$ cat config.mk
export PLATFORM = sky130hd
export DESIGN_NAME = z80_instruction_stream_decoder_flat
export DESIGN_NICKNAME = d
export VERILOG_FILES = /design/src/hdl/z80d_pkg.sv /design/src/hdl/z80d_if.sv /design/src/hdl/z80d_front.sv /design/src/hdl/z80d_queue.sv /design/src/hdl/z80d_back.sv /design/src/hdl/z80_instruction_stream_decoder.sv /design/src/flat_wrapper.sv
export VERILOG_INCLUDE_DIRS = /design/src /design/src/hdl
export SDC_FILE = /design/constraint.sdc
export NUM_CORES = 1
export LEC_CHECK = 0
export BUFFER_PORTS_ARGS = -buffer_cell sky130_fd_sc_hd__buf_2
export CORE_MARGIN = 2
export CORE_UTILIZATION = 55
export DETAILED_ROUTE_END_ITERATION = 16
export GPL_ROUTABILITY_DRIVEN = 0
export GPL_TIMING_DRIVEN = 0
export PLACE_DENSITY = 0.72
export REMOVE_ABC_BUFFERS = 1
export SETUP_SLACK_MARGIN = 0.1
export SKIP_CTS_REPAIR_TIMING = 1
export SLEW_MARGIN = 20
export SYNTH_ARGS = -nofsm -noshare
export SYNTH_HDL_FRONTEND = slang
export SYNTH_SLANG_ARGS = --single-unit
$ cat constraint.sdc
create_clock -name clk -period 8.2 [get_ports clk]
set_input_delay 0.41 -clock clk [delete_from_list [all_inputs] [get_ports clk]]
set_output_delay 0.41 -clock clk [all_outputs]
set_load 0.02 [all_outputs]
$ cat src/hdl/z80_instruction_stream_decoder_macros.svh
// Assertion macros shared by the decoder modules
`ifndef Z80_INSTRUCTION_STREAM_DECODER_MACROS_SVH
`define Z80_INSTRUCTION_STREAM_DECODER_MACROS_SVH

// implication checked every edge outside reset
`define Z80D_ASSERT_IMPL(label, clk, rst_n, a, c) \
	label: assert property (@(posedge clk) disable iff (!rst_n) (a) |-> (c)) \
		else $error("z80 decoder check failed");

// next-cycle implication
`define Z80D_ASSERT_NEXT(label, clk, rst_n, a, c) \
	label: assert property (@(posedge clk) disable iff (!rst_n) (a) |=> (c)) \
		else $error("z80 decoder check failed");

`endif

$ cat src/hdl/z80d_pkg.sv
// ----------------------------------------------------------------------------
// z80d_pkg
// Types, codes and opcode classification functions of the Z80 stream decoder.
// ----------------------------------------------------------------------------
package z80d_pkg;

	localparam logic [2:0] PH_OP     = 3'd0;
	localparam logic [2:0] PH_CBDISP = 3'd1;
	localparam logic [2:0] PH_CBOP   = 3'd2;
	localparam logic [2:0] PH_EDOP   = 3'd3;
	localparam logic [2:0] PH_DISP   = 3'd4;
	localparam logic [2:0] PH_IMMLO  = 3'd5;
	localparam logic [2:0] PH_IMMHI  = 3'd6;

	localparam logic [1:0] PAGE_BASE = 2'd0;
	localparam logic [1:0] PAGE_CB   = 2'd1;
	localparam logic [1:0] PAGE_ED   = 2'd2;

	localparam logic [1:0] IDX_HL = 2'd0;
	localparam logic [1:0] IDX_IX = 2'd1;
	localparam logic [1:0] IDX_IY = 2'd2;

	localparam logic [1:0] IMM_NONE = 2'd0;
	localparam logic [1:0] IMM_BYTE = 2'd1;
	localparam logic [1:0] IMM_WORD = 2'd2;
	localparam logic [1:0] IMM_REL  = 2'd3;

	localparam logic [7:0] OP_CB   = 8'hCB;
	localparam logic [7:0] OP_ED   = 8'hED;
	localparam logic [7:0] OP_DD   = 8'hDD;
	localparam logic [7:0] OP_FD   = 8'hFD;
	localparam logic [7:0] OP_HALT = 8'h76;
	localparam logic [7:0] OP_CALL = 8'hCD;

	// instruction gathered by the front end, waiting in the queue
	typedef struct packed {
		logic [15:0] addr;
		logic [15:0] next_addr;
		logic [3:0]  len;
		logic [1:0]  page;
		logic [1:0]  index;
		logic [7:0]  opcode;
		logic [7:0]  disp;
		logic [7:0]  op_lo;
		logic [7:0]  op_hi;
	} z80d_raw_t;

	typedef struct packed {
		logic [15:0] instr_address;
		logic [3:0]  instr_length;
		logic [1:0]  page;
		logic [1:0]  index_reg;
		logic [7:0]  opcode;
		logic [7:0]  displacement;
		logic        has_displacement;
		logic [1:0]  imm_kind;
		logic [15:0] immediate;
		logic [15:0] branch_target;
		logic        undefined_op;
	} z80d_result_t;

	function automatic logic [1:0] imm_kind_of(input logic [1:0] pg, input logic [7:0] op);
		logic [1:0] f;
		logic [2:0] g;
		logic [2:0] h;
		logic [1:0] k;
		f = op[7:6];
		g = op[5:3];
		h = op[2:0];
		k = IMM_NONE;
		if (pg == PAGE_ED) begin
			k = (f == 2'd1 && h == 3'd3) ? IMM_WORD : IMM_NONE;
		end else if (pg == PAGE_BASE) begin
			if (f == 2'd0) begin
				case (h)
					3'd0: k = (g >= 3'd2) ? IMM_REL : IMM_NONE;
					3'd1: k = g[0] ? IMM_NONE : IMM_WORD;
					3'd2: k = (g >= 3'd4) ? IMM_WORD : IMM_NONE;
					3'd6: k = IMM_BYTE;
					default: k = IMM_NONE;
				endcase
			end else if (f == 2'd3) begin
				if (h == 3'd2 || h == 3'd4) k = IMM_WORD;
				else if (h == 3'd3)
					k = (g == 3'd0) ? IMM_WORD : ((g == 3'd2 || g == 3'd3) ? IMM_BYTE : IMM_NONE);
				else if (op == OP_CALL) k = IMM_WORD;
				else if (h == 3'd6) k = IMM_BYTE;
			end
		end
		return k;
	endfunction

	function automatic logic base_needs_disp(input logic [7:0] op);
		logic [1:0] f;
		logic [2:0] g;
		logic [2:0] h;
		logic r;
		f = op[7:6];
		g = op[5:3];
		h = op[2:0];
		r = 1'b0;
		if (op == OP_HALT) r = 1'b0;
		else if (f == 2'd1) r = (g == 3'd6) || (h == 3'd6);
		else if (f == 2'd2) r = (h == 3'd6);
		else if (f == 2'd0) r = (g == 3'd6) && (h == 3'd4 || h == 3'd5 || h == 3'd6);
		return r;
	endfunction

	function automatic logic is_undefined(input logic [1:0] pg, input logic [7:0] op);
		logic [1:0] f;
		logic [2:0] g;
		logic [2:0] h;
		logic r;
		f = op[7:6];
		g = op[5:3];
		h = op[2:0];
		r = 1'b0;
		if (pg == PAGE_CB) r = (f == 2'd0) && (g == 3'd6);
		else if (pg == PAGE_ED) begin
			if (f == 2'd0 || f == 2'd3) r = 1'b1;
			else if (f == 2'd1) begin
				if (h == 3'd6) r = (g == 3'd1) || (g >= 3'd4);
				else if (h == 3'd7) r = (g >= 3'd6);
			end else r = !((h < 3'd4) && (g >= 3'd4));
		end
		return r;
	endfunction

endpackage

$ cat src/hdl/z80d_if.sv
// ----------------------------------------------------------------------------
// z80d_byte_if / z80d_result_if
// Valid/ready channels for code bytes and decoded instructions.
// ----------------------------------------------------------------------------
interface z80d_byte_if;
	logic       valid;
	logic       ready;
	logic [7:0] code_byte;
	modport source (output valid, output code_byte, input ready);
	modport sink (input valid, input code_byte, output ready);
endinterface

interface z80d_result_if;
	logic        valid;
	logic        ready;
	logic [15:0] instr_address;
	logic [3:0]  instr_length;
	logic [1:0]  page;
	logic [1:0]  index_reg;
	logic [7:0]  opcode;
	logic signed [7:0] displacement;
	logic        has_displacement;
	logic [1:0]  imm_kind;
	logic [15:0] immediate;
	logic [15:0] branch_target;
	logic        undefined_op;
	modport source (output valid, output instr_address, output instr_length, output page,
		output index_reg, output opcode, output displacement, output has_displacement,
		output imm_kind, output immediate, output branch_target, output undefined_op,
		input ready);
	modport sink (input valid, input instr_address, input instr_length, input page,
		input index_reg, input opcode, input displacement, input has_displacement,
		input imm_kind, input immediate, input branch_target, input undefined_op,
		output ready);
endinterface

$ cat src/hdl/z80d_front.sv
// ----------------------------------------------------------------------------
// z80d_front
// Byte sequencer: tracks prefixes and pages, gathers operand bytes and pushes
// each completed instruction into the queue.
// ----------------------------------------------------------------------------
`include "z80_instruction_stream_decoder_macros.svh"

module z80d_front import z80d_pkg::*; (
	input  logic        clk,
	input  logic        arst_n,
	input  logic        cfg_we,
	input  logic [15:0] cfg_wdata,
	input  logic        byte_valid,
	input  logic [7:0]  byte_data,
	output logic        byte_ready,
	output logic        push,
	output z80d_raw_t   push_data,
	input  logic        q_full
);

	logic [2:0]  phase_q;
	logic [15:0] pos_q;
	logic [15:0] start_q;
	logic [1:0]  page_q;
	logic [1:0]  index_q;
	logic [3:0]  count_q;
	logic [7:0]  op_q;
	logic [7:0]  disp_q;
	logic [7:0]  lo_q;

	logic        take;
	logic [15:0] pos_n;
	logic [3:0]  count_n;
	logic [2:0]  phase_n;
	logic [1:0]  page_n;
	logic [1:0]  index_n;
	logic [7:0]  op_n;
	logic [7:0]  disp_n;
	logic [7:0]  lo_n;
	logic [7:0]  hi_n;
	logic        done;

	assign byte_ready = !q_full;
	assign take       = byte_valid && byte_ready;
	assign pos_n      = pos_q + 16'd1;
	assign count_n    = (count_q == 4'd15) ? count_q : count_q + 4'd1;

	always_comb begin
		phase_n = phase_q;
		page_n  = page_q;
		index_n = index_q;
		op_n    = op_q;
		disp_n  = disp_q;
		lo_n    = lo_q;
		hi_n    = 8'd0;
		done    = 1'b0;
		unique case (phase_q)
			PH_CBDISP: begin
				disp_n  = byte_data;
				phase_n = PH_CBOP;
			end
			PH_CBOP: begin
				op_n = byte_data;
				done = 1'b1;
			end
			PH_DISP: begin
				disp_n = byte_data;
				if (imm_kind_of(page_q, op_q) != IMM_NONE) phase_n = PH_IMMLO;
				else done = 1'b1;
			end
			PH_IMMLO: begin
				lo_n = byte_data;
				if (imm_kind_of(page_q, op_q) == IMM_WORD) phase_n = PH_IMMHI;
				else done = 1'b1;
			end
			PH_IMMHI: begin
				hi_n = byte_data;
				done = 1'b1;
			end
			default: begin
				phase_n = PH_OP;
				if (phase_q != PH_EDOP && byte_data == OP_DD) index_n = IDX_IX;
				else if (phase_q != PH_EDOP && byte_data == OP_FD) index_n = IDX_IY;
				else if (phase_q != PH_EDOP && byte_data == OP_ED) begin
					page_n  = PAGE_ED;
					index_n = IDX_HL;
					phase_n = PH_EDOP;
				end else if (phase_q != PH_EDOP && byte_data == OP_CB) begin
					page_n  = PAGE_CB;
					phase_n = (index_q != IDX_HL) ? PH_CBDISP : PH_CBOP;
				end else begin
					if (phase_q != PH_EDOP) page_n = PAGE_BASE;
					op_n = byte_data;
					if (page_n == PAGE_BASE && index_q != IDX_HL && base_needs_disp(byte_data))
						phase_n = PH_DISP;
					else if (imm_kind_of(page_n, byte_data) != IMM_NONE)
						phase_n = PH_IMMLO;
					else done = 1'b1;
				end
			end
		endcase
	end

	assign push = take && done;
	always_comb begin
		push_data           = '0;
		push_data.addr      = start_q;
		push_data.next_addr = pos_n;
		push_data.len       = count_n;
		push_data.page      = page_n;
		push_data.index     = index_n;
		push_data.opcode    = op_n;
		push_data.disp      = disp_n;
		push_data.op_lo     = lo_n;
		push_data.op_hi     = hi_n;
	end

	always_ff @(posedge clk or negedge arst_n) begin
		if (!arst_n) begin
			phase_q <= PH_OP;
			pos_q   <= 16'd0;
			start_q <= 16'd0;
			page_q  <= PAGE_BASE;
			index_q <= IDX_HL;
			count_q <= 4'd0;
			op_q    <= 8'd0;
			disp_q  <= 8'd0;
			lo_q    <= 8'd0;
		end else if (cfg_we) begin
			phase_q <= PH_OP;
			pos_q   <= cfg_wdata;
			start_q <= cfg_wdata;
			page_q  <= PAGE_BASE;
			index_q <= IDX_HL;
			count_q <= 4'd0;
			op_q    <= 8'd0;
			disp_q  <= 8'd0;
			lo_q    <= 8'd0;
		end else if (take) begin
			pos_q <= pos_n;
			if (done) begin
				// start the next instruction
				phase_q <= PH_OP;
				start_q <= pos_n;
				page_q  <= PAGE_BASE;
				index_q <= IDX_HL;
				count_q <= 4'd0;
				op_q    <= 8'd0;
				disp_q  <= 8'd0;
				lo_q    <= 8'd0;
			end else begin
				phase_q <= phase_n;
				page_q  <= page_n;
				index_q <= index_n;
				count_q <= count_n;
				op_q    <= op_n;
				disp_q  <= disp_n;
				lo_q    <= lo_n;
			end
		end
	end

	`Z80D_ASSERT_IMPL(a_no_push_full, clk, arst_n, push, !q_full)
	`Z80D_ASSERT_IMPL(a_phase_legal, clk, arst_n, 1'b1, phase_q <= PH_IMMHI)
	`Z80D_ASSERT_NEXT(a_pos_adv, clk, arst_n, take && !cfg_we, pos_q == $past(pos_q) + 16'd1)

endmodule

$ cat src/hdl/z80d_queue.sv
// ----------------------------------------------------------------------------
// z80d_queue
// Small FIFO of gathered instructions between the sequencer and the formatter.
// ----------------------------------------------------------------------------
`include "z80_instruction_stream_decoder_macros.svh"

module z80d_queue import z80d_pkg::*; #(
	parameter int DEPTH = 4
) (
	input  logic      clk,
	input  logic      arst_n,
	input  logic      push,
	input  z80d_raw_t push_data,
	output logic      full,
	input  logic      pop,
	output logic      not_empty,
	output z80d_raw_t pop_data
);

	localparam int AW = (DEPTH > 1) ? $clog2(DEPTH) : 1;

	z80d_raw_t       mem_q [DEPTH];
	logic [AW-1:0]   wr_q;
	logic [AW-1:0]   rd_q;
	logic [AW:0]     cnt_q;

	assign full      = (cnt_q == (AW+1)'(DEPTH));
	assign not_empty = (cnt_q != '0);
	assign pop_data  = mem_q[rd_q];

	always_ff @(posedge clk) begin
		if (push) mem_q[wr_q] <= push_data;
	end

	always_ff @(posedge clk or negedge arst_n) begin
		if (!arst_n) begin
			wr_q  <= '0;
			rd_q  <= '0;
			cnt_q <= '0;
		end else begin
			if (push) wr_q <= (wr_q == AW'(DEPTH - 1)) ? '0 : wr_q + 1'b1;
			if (pop) rd_q <= (rd_q == AW'(DEPTH - 1)) ? '0 : rd_q + 1'b1;
			cnt_q <= cnt_q + (AW+1)'(push) - (AW+1)'(pop);
		end
	end

	`Z80D_ASSERT_IMPL(a_no_overflow, clk, arst_n, full, !push)
	`Z80D_ASSERT_IMPL(a_no_underflow, clk, arst_n, !not_empty, !pop)
	`Z80D_ASSERT_IMPL(a_cnt_range, clk, arst_n, 1'b1, cnt_q <= (AW+1)'(DEPTH))

endmodule

$ cat src/hdl/z80d_back.sv
// ----------------------------------------------------------------------------
// z80d_back
// Result formatter: classifies the queued instruction, forms operand, branch
// target and flags, and holds the result in an output register.
// ----------------------------------------------------------------------------
`include "z80_instruction_stream_decoder_macros.svh"

module z80d_back import z80d_pkg::*; (
	input  logic         clk,
	input  logic         arst_n,
	input  logic         q_valid,
	input  z80d_raw_t    q_data,
	output logic         pop,
	output logic         res_valid,
	output z80d_result_t res,
	input  logic         res_ready
);

	z80d_result_t r_n;
	logic [1:0]   kind;
	logic         hasd;

	assign pop = q_valid && (!res_valid || res_ready);

	always_comb begin
		kind = imm_kind_of(q_data.page, q_data.opcode);
		hasd = (q_data.index != IDX_HL) && (q_data.page == PAGE_CB ||
			(q_data.page == PAGE_BASE && base_needs_disp(q_data.opcode)));
		r_n                  = '0;
		r_n.instr_address    = q_data.addr;
		r_n.instr_length     = q_data.len;
		r_n.page             = q_data.page;
		r_n.index_reg        = q_data.index;
		r_n.opcode           = q_data.opcode;
		r_n.displacement     = hasd ? q_data.disp : 8'd0;
		r_n.has_displacement = hasd;
		r_n.imm_kind         = kind;
		case (kind)
			IMM_BYTE: r_n.immediate = {8'd0, q_data.op_lo};
			IMM_REL: begin
				r_n.immediate     = {8'd0, q_data.op_lo};
				r_n.branch_target = q_data.next_addr + {{8{q_data.op_lo[7]}}, q_data.op_lo};
			end
			IMM_WORD: r_n.immediate = {q_data.op_hi, q_data.op_lo};
			default:  r_n.immediate = 16'd0;
		endcase
		r_n.undefined_op = is_undefined(q_data.page, q_data.opcode);
	end

	always_ff @(posedge clk) begin
		if (pop) res <= r_n;
	end

	always_ff @(posedge clk or negedge arst_n) begin
		if (!arst_n) res_valid <= 1'b0;
		else if (pop) res_valid <= 1'b1;
		else if (res_ready) res_valid <= 1'b0;
	end

	`Z80D_ASSERT_NEXT(a_hold, clk, arst_n, res_valid && !res_ready, res_valid && $stable(res))
	`Z80D_ASSERT_NEXT(a_load, clk, arst_n, pop, res_valid)
	`Z80D_ASSERT_IMPL(a_disp_zero, clk, arst_n, res_valid && !res.has_displacement,
		res.displacement == 8'd0)

endmodule

$ cat src/hdl/z80_instruction_stream_decoder.sv
// ----------------------------------------------------------------------------
// z80_instruction_stream_decoder
// Splits a Z80 byte stream into instructions with length, prefixes, operands.
// ----------------------------------------------------------------------------
// channel   dir  handshake      payload
// in        in   valid/ready    code_byte
// out       out  valid/ready    instruction fields
// cfg       in   cfg_we         start_address
//
// One byte is accepted per cycle while the queue is not full.
// A completed instruction passes through a queue of QUEUE_DEPTH entries into
// the output register.
// Input stalls only when the queue is full; output stalls hold the register.
// Reset restarts decoding at address 0; a start_address write restarts it there.
module z80_instruction_stream_decoder import z80d_pkg::*; #(
	parameter int QUEUE_DEPTH = 4
) (
	input  logic        clk,
	input  logic        arst_n,
	input  logic        cfg_we,
	input  logic [15:0] cfg_wdata,
	z80d_byte_if.sink     in_ch,
	z80d_result_if.source out_ch
);

	logic         push;
	z80d_raw_t    push_data;
	logic         q_full;
	logic         pop;
	logic         q_valid;
	z80d_raw_t    q_data;
	z80d_result_t res;

	z80d_front u_front (
		.clk, .arst_n, .cfg_we, .cfg_wdata,
		.byte_valid(in_ch.valid), .byte_data(in_ch.code_byte), .byte_ready(in_ch.ready),
		.push, .push_data, .q_full
	);

	z80d_queue #(.DEPTH(QUEUE_DEPTH)) u_queue (
		.clk, .arst_n, .push, .push_data, .full(q_full),
		.pop, .not_empty(q_valid), .pop_data(q_data)
	);

	z80d_back u_back (
		.clk, .arst_n, .q_valid, .q_data, .pop,
		.res_valid(out_ch.valid), .res, .res_ready(out_ch.ready)
	);

	assign out_ch.instr_address    = res.instr_address;
	assign out_ch.instr_length     = res.instr_length;
	assign out_ch.page             = res.page;
	assign out_ch.index_reg        = res.index_reg;
	assign out_ch.opcode           = res.opcode;
	assign out_ch.displacement     = res.displacement;
	assign out_ch.has_displacement = res.has_displacement;
	assign out_ch.imm_kind         = res.imm_kind;
	assign out_ch.immediate        = res.immediate;
	assign out_ch.branch_target    = res.branch_target;
	assign out_ch.undefined_op     = res.undefined_op;

endmodule

$ cat src/flat_wrapper.sv
// flat-port wrapper written by rule: the top's interface ports become plain ports
module z80_instruction_stream_decoder_flat import z80d_pkg::*;
#(
	parameter int QUEUE_DEPTH = 4
)
  (clk, arst_n, cfg_we, cfg_wdata, in_ch_valid, in_ch_code_byte, in_ch_ready, out_ch_valid, out_ch_instr_address, out_ch_instr_length, out_ch_page, out_ch_index_reg, out_ch_opcode, out_ch_displacement, out_ch_has_displacement, out_ch_imm_kind, out_ch_immediate, out_ch_branch_target, out_ch_undefined_op, out_ch_ready);
  z80d_byte_if in_ch_i ();
  z80d_result_if out_ch_i ();
  input  logic clk;
  input  logic arst_n;
  input  logic cfg_we;
  input  logic [15:0] cfg_wdata;
  input wire logic [$bits(in_ch_i.valid)-1:0] in_ch_valid;
  input wire logic [$bits(in_ch_i.code_byte)-1:0] in_ch_code_byte;
  output wire logic [$bits(in_ch_i.ready)-1:0] in_ch_ready;
  output wire logic [$bits(out_ch_i.valid)-1:0] out_ch_valid;
  output wire logic [$bits(out_ch_i.instr_address)-1:0] out_ch_instr_address;
  output wire logic [$bits(out_ch_i.instr_length)-1:0] out_ch_instr_length;
  output wire logic [$bits(out_ch_i.page)-1:0] out_ch_page;
  output wire logic [$bits(out_ch_i.index_reg)-1:0] out_ch_index_reg;
  output wire logic [$bits(out_ch_i.opcode)-1:0] out_ch_opcode;
  output wire logic [$bits(out_ch_i.displacement)-1:0] out_ch_displacement;
  output wire logic [$bits(out_ch_i.has_displacement)-1:0] out_ch_has_displacement;
  output wire logic [$bits(out_ch_i.imm_kind)-1:0] out_ch_imm_kind;
  output wire logic [$bits(out_ch_i.immediate)-1:0] out_ch_immediate;
  output wire logic [$bits(out_ch_i.branch_target)-1:0] out_ch_branch_target;
  output wire logic [$bits(out_ch_i.undefined_op)-1:0] out_ch_undefined_op;
  input wire logic [$bits(out_ch_i.ready)-1:0] out_ch_ready;
  assign in_ch_i.valid = in_ch_valid;
  assign in_ch_i.code_byte = in_ch_code_byte;
  assign in_ch_ready = in_ch_i.ready;
  assign out_ch_valid = out_ch_i.valid;
  assign out_ch_instr_address = out_ch_i.instr_address;
  assign out_ch_instr_length = out_ch_i.instr_length;
  assign out_ch_page = out_ch_i.page;
  assign out_ch_index_reg = out_ch_i.index_reg;
  assign out_ch_opcode = out_ch_i.opcode;
  assign out_ch_displacement = out_ch_i.displacement;
  assign out_ch_has_displacement = out_ch_i.has_displacement;
  assign out_ch_imm_kind = out_ch_i.imm_kind;
  assign out_ch_immediate = out_ch_i.immediate;
  assign out_ch_branch_target = out_ch_i.branch_target;
  assign out_ch_undefined_op = out_ch_i.undefined_op;
  assign out_ch_i.ready = out_ch_ready;
  z80_instruction_stream_decoder #(.QUEUE_DEPTH(QUEUE_DEPTH)) u_core (.clk(clk), .arst_n(arst_n), .cfg_we(cfg_we), .cfg_wdata(cfg_wdata), .in_ch(in_ch_i), .out_ch(out_ch_i));
endmodule
# ---- Word-level counts from Yosys, hierarchy flattened
# Memory sizes are Yosys's and may differ from the RTL's.
# Index checks and enable logic that the tools add are counted.
dict set report word_totals {
  regBits 151
  ram_bits 288
  memories 1
}
dict set report classes {
  n_addsub 7
  order_cmp 8
  n_eq_ne 65
  muxes 148
  reduce_logical 64
}
# name depth width read_ports rd_ports_with_merged_regs wr line_no
set mem_list {}
lappend mem_list {u_core.u_queue.mem_q 4 72 1 0 1 z80d_queue.sv:22} ;# z80d_raw_t mem_q [DEPTH];
# cell count
set ops {}
lappend ops {{$mux 2} 68}
lappend ops {{$mux 8} 16}
lappend ops {{$mux 16} 5}
lappend ops {{$eq 8x8->1 const B} 7}
lappend ops {{$eq 3x3->1 const B} 15}
lappend ops {{$eq 3x2->1 const B} 13}
lappend ops {{$mux 1} 37}
lappend ops {{$mux 3} 11}
lappend ops {{$pmux 16 s2} 1}
lappend ops {{$eq 2x2->1 const B} 13}
lappend ops {{$pmux 2 s4} 3}
lappend ops {{$logic_and 1x1->1} 18}
lappend ops {{$logic_not 3->1} 6}
lappend ops {{$add 16x1->16 const B} 1}
lappend ops {{$add 16x16->16} 1}
lappend ops {{$eq 8x7->1 const B} 2}
lappend ops {{$logic_or 1x1->1} 16}
lappend ops {{$mux 4} 4}
lappend ops {{$pmux 8 s2} 1}
lappend ops {{$eq 3x1->1 const B} 5}
lappend ops {{$reduce_bool 2->1} 7}
lappend ops {{$ge 3x3->1 const B} 4}
lappend ops {{$logic_not 2->1} 6}
lappend ops {{$pmux 3 s4} 1}
lappend ops {{other kinds (19)} 31}

# ---- Longest topological paths before layout
dict set report logic_depth {
  depth_word 31
  depth_mapped 15
  depth_no_buf 12
}

# ---- By module
# A second synthesis with hierarchy kept.
dict set report hier_totals {
  cells_unflattened 1141
  area_unflattened_um2 18800.5
}
# mod instances cells_per_inst area_each_um2 seq_area_each_um2
set modules_own_cells {}
lappend modules_own_cells {z80d_queue 1 412 10806.6 8823.5}
lappend modules_own_cells {z80d_front 1 457 4319.1 1676.6}
lappend modules_own_cells {z80d_back 1 272 3674.8 2307.2}

# ---- Worst setup path before layout
# OpenSTA, ideal clock, no wires.
dict set report synth_path {
  path_type {register to register}
  from {reg u_core.u_queue.cnt_q[1]}
  to {reg u_core.u_queue.cnt_q[1]}
  setup_time_ns 0.136
  arrival_time_ns 5.590
  t_required_ns 8.064
  slack_ns 2.475
  path_stages_with_launch 7
  n_path_buf 0
  period_less_slack_ns 5.725
  path_cell_list {dfrtp_1 nor3_1 a21oi_1 ha_1 inv_1 ha_1 fa_1}
}
dict set report synth_between {
  elab_cells_between_ends 8
}
# item line_no
set synth_rtl {}
lappend synth_rtl {{start: declaration} z80d_queue.sv:25} ;# logic [AW:0] cnt_q;
lappend synth_rtl {{start signal: assignment} z80d_queue.sv:43} ;# cnt_q <= cnt_q + (AW+1)'(push) - (AW+1)'(pop);
lappend synth_rtl {{$reduce_bool 3->1} z80d_queue.sv:28} ;# assign not_empty = (cnt_q != '0);
lappend synth_rtl {{$logic_and 1x1->1} z80d_back.sv:23} ;# assign pop = q_valid && (!res_valid || res_ready);
lappend synth_rtl {{net u_core.pop} z80_instruction_stream_decoder.sv:29} ;# logic pop;
lappend synth_rtl {{$sub 3x1->3} z80d_queue.sv:43}
# The timed path passes the listed nets, and every way through them passes these cells.
# A chain may end at the register's enable or synchronous reset.

# ---- Worst setup path in the final report
dict set report layout_path {
  from {reg u_core.u_front.phase_q[0]}
  to {mem u_core.u_queue.mem_q[3][33] in the netlist's numbering (enable)}
}
dict set report layout_between {
  elab_chain_len 27
  elab_cells_between_ends 40
}
# item line_no
set layout_lines {}
lappend layout_lines {{start: declaration} z80d_front.sv:21} ;# logic [2:0] phase_q;
lappend layout_lines {{start signal: assignment} z80d_front.sv:152} ;# phase_q <= phase_n;
lappend layout_lines {{$ne 3x2->1} n/a}
lappend layout_lines {{$mux 2} z80d_front.sv:92} ;# if (phase_q != PH_EDOP) page_n = PAGE_BASE;
lappend layout_lines {{$mux 2} z80d_front.sv:88} ;# end else if (phase_q != PH_EDOP && byte_data == OP_CB) begin
lappend layout_lines {{$mux 2} z80d_front.sv:84} ;# else if (phase_q != PH_EDOP && byte_data == OP_ED) begin
lappend layout_lines {{$mux 2} z80d_front.sv:83} ;# else if (phase_q != PH_EDOP && byte_data == OP_FD) index_n = IDX_IY;
lappend layout_lines {{$mux 2} z80d_front.sv:82} ;# if (phase_q != PH_EDOP && byte_data == OP_DD) index_n = IDX_IX;
lappend layout_lines {{$mux 2} z80d_front.sv:57} ;# unique case (phase_q)
lappend layout_lines {{$logic_not 2->1} {z80d_pkg.sv:73, z80d_front.sv:94}}
lappend layout_lines {{[11 not listed]} n/a}
lappend layout_lines {{$mux 1} z80d_front.sv:88}
lappend layout_lines {{$mux 1} z80d_front.sv:84}
lappend layout_lines {{$mux 1} z80d_front.sv:83}
lappend layout_lines {{$mux 1} z80d_front.sv:82}
lappend layout_lines {{$pmux 1 s4 (*)} z80d_front.sv:57}
lappend layout_lines {{$logic_and 1x1->1 (*)} z80d_front.sv:104} ;# assign push = take && done;
lappend layout_lines {{$mux 1 (*)} z80d_queue.sv:32} ;# if (push) mem_q[wr_q] <= push_data;
lappend layout_lines {{$mux 1 (implied by the code) (*)} z80d_queue.sv:32}
lappend layout_lines {{end: declaration} z80d_queue.sv:22}
# Every way passes the cells marked *; elsewhere a longest branch is shown, timed or not. The select of a mux whose other input is x is not followed.

==> run summary <==
Fin Clk Skew - 0.0129 ns
Max-Cap Viols - 0
Die Y - 188 µm
IO Pins - 107
Final Cell Area - 21400 µm²
met2 WL - 18000 µm
Num CTS Buffers - 44
outcome - finished clean
RSZ-0062 raised after global routing - no
minimum clock period - 4.33 ns
CTS tree - built
hold depth - 2
Die W - 188 µm
commonest non-fill, non-tap cell in the layout - edfxtp_1
final core utilization - 0.640
worst hold path class - input pin to flip-flop
Sw Share - 0.318
Internal - 5.35 mW
EDFF count, synth - 364
crit-path max FO - 38
CP max stage delay - 0.69 ns
crit-path cells - nand3b_1, o221ai_1, a221oi_1, nor4_1, nand3_1, a21oi_1, and2_4, buf_16
1st-iter DRT viols - 768
CP startpoint - u_core.u_front.phase_q[0]$_DFFE_PN0P_
Final setup viols - 0
most frequent cells in the layout - 364 x edfxtp_1, 105 x buf_2, 73 x dfrtp_1, 71 x mux4_2, 50 x nand2_1
Cell Area, Placed - 19800 µm²
DRT Pass-1 Iters - 5
fmax - 0.231 GHz
GRT Util Overall - 0.209
worst slew pin tran - 0.818 ns
fraction of synthesized area in multiplexers - 0.119
Worst path slowest cell - nor4_1
met1 WL - 15600 µm
synthesized area - 18600 µm²
TNS Setup - 0 ns
worst r2r src - u_core.u_front.phase_q[0]$_DFFE_PN0P_
Cell Rows - 67
vias in the first global route - 10423
crit share post-route - 0.529
Seq pwr share - 0.418
worst hold slack - 0.0740 ns
Synth cell types - 68
Synthesis Warnings - 0
share of the synthesized area in the top cell type - 0.589
largest net degree at the start of global routing - 51
share of cells above drive strength 1 - 0.260
peak supply drop - 220 µV
H-tree Lvls - 2
post-synthesis xor/xnor area fraction - 0.0156
Async S/R FF share, synth - 0.171
Pwr Total - 7.85 mW
via/cell ratio - 6.00
clock sinks - 439
initial core utilization - 0.556
Area Growth Syn to Fin - 15.1%
Fin. Hold Viols - 0
compound-gate portion of the synthesized area - 0.0660
Synth area leader - edfxtp_1
CP required - 8.42 ns
area of the core - 33400 µm²
DIE AREA - 35200 µm²
wire length per cell - 21.2 µm
global-route wire length before repair - 57300 µm
clk root buf - clkbuf_16
PwrDens - 368 nW/µm²
Avg Inst Size Synth - 16.7 µm²
hpwl dp - 22500 µm
maximum root-to-sink buffer count - 3
max-slew violation count - 0
synthesized instance count - 1115
DR WL met3 - 1910 µm
top cells by area, synth - edfxtp_1 59%, dfrtp_1 10%, mux4_2 8.6%, mux2_2 3.0%, ha_1 1.9%
#FFs+latches synth - 439
cell leakage power - 7.69 nW
R2R cell count - 8
Rel. slew slack - 0.454
DRC violations left - 0
Worst EP arrival - 4.55 ns
largest family of logic cells by synthesized area - multiplexers
Critical Path Source Type - flip-flop
initial antenna violation count - 1
Crit. End Element - flip-flop
adder-cell share of the synthesized area - 0.0210
Clock Latency Late Sink - 0.54 ns
critical path class - flip-flop to flip-flop
total number of vias - 10252
fin nets - 1287
ANT cells - 0
Gate power share - 0.318
Worst-path clk slew - 0.07 ns
Post-Synth Simple-Gate Area - 0.0703
Switch Pwr - 2.50 mW
ys flop type - edfxtp_1
clock network power share - 0.263
IO Port Bufs - 106
post-synthesis sequential area ratio - 0.690
hold wc startpoint - out_ch_ready
total congestion overflow - 0
Final ANT Viol Nets - 0
Post-Route WL - 36200 µm
DR top layer - met4
final timing paths:
check / endpoint / slack (ns)
hold / removal: u_core.u_back.res_valid$_DFFE_PN0P_ / 0.07
setup / recovery: u_core.u_queue.mem_q[3][33]$_DFFE_PP_ / 3.87
setup reg to reg: u_core.u_queue.mem_q[3][33]$_DFFE_PP_ / 3.87
min in group asynchronous: u_core.u_front.pos_q[13]$_DFFE_PN0P_ / 0.35
max in group asynchronous: u_core.u_queue.rd_q[1]$_DFFE_PN0P_ / 7.22
hold reg to reg: u_core.u_front.lo_q[3]$_DFFE_PN0P_ / 0.49
area by class of cell:
cell class              count  area [µm²]
fillers                  2370       12000
repair buffers            121         906
clock inverters            23         273
inverters                  30         113
well taps                 448         561
multi-input cells         592        5470
clock buffers              56        1230
flip-flops and latches    439       12800
power by group through the flow:
stage	sequential [mW]	combinational, mW	clock, mW
after detailed placement	3.33	2.51	0
after CTS	3.29	2.52	2.10
after global routing	3.34	2.73	2.18
after floorplan	3.57	1.54	0
final	3.28	2.50	2.07
after global placement	3.48	2.33	0
critical path: cells and delay by family, from the launching register on:
| kind | cells | cell delay [ns] |
|---|---|---|
| AO/OA/AOI/OAI | 3 | 1.00 |
| flip-flops | 1 | 0.56 |
| buffers and inverters | 1 | 0.31 |
| AND/OR/NAND/NOR | 4 | 2.09 |
through the flow:
step | setup WS, ns | cells
final | 3.87 | 1709
after global routing | 3.70 | 1709
after CTS | 3.94 | 1708
after detailed placement | 3.86 | 1629
after global placement | 0.0391 | 1615
after floorplan | 2.37 | 1061
registers in the layout, indices dropped and copies added (netlist names), 3 cells and up:
register / cells
u_core.u_front.disp_q: 8
u_core.u_front.lo_q: 8
u_core.u_queue.mem_q: 288
u_core.u_front.op_q: 8
u_core.u_queue.cnt_q: 3
u_core.u_front.start_q: 16
u_core.u_front.count_q: 4
u_core.u_front.pos_q: 16
u_core.u_front.phase_q: 3
u_core.u_back.res: 76
synth_stat cells, drive strengths merged (7+ instances only):
master  number
edfxtp     364
dfrtp       75
mux4        71
nand2       50
mux2        49
nor2        45
clkbuf      37
o21ai       34
a32o        32
nor2b       32
inv         30
and2        29
ha          28
a21oi       22
xnor2       19
buf         17
nand3       16
xor2        14
nor3        10
nor3b        9
o31ai        9
a211oi       8
nand2b       8
a21boi       7
and3         7
metal layers:
metal	track usage	vias to the layer above
li1	-	4619
met1	0.291	5294
met2	0.347	290
met3	0.0307	49
met4	0.0621	0
met5	0	-
cells by family (layout without fill, tap and decap cells):
group,count (synthesis),in the layout
compound gates,164,164
xor+xnor,33,33
fa+ha+maj,30,30
buf+inv,84,230
flops,439,439
mux,125,125
simple gates,240,240
Power figures use the tool's default switching activity.
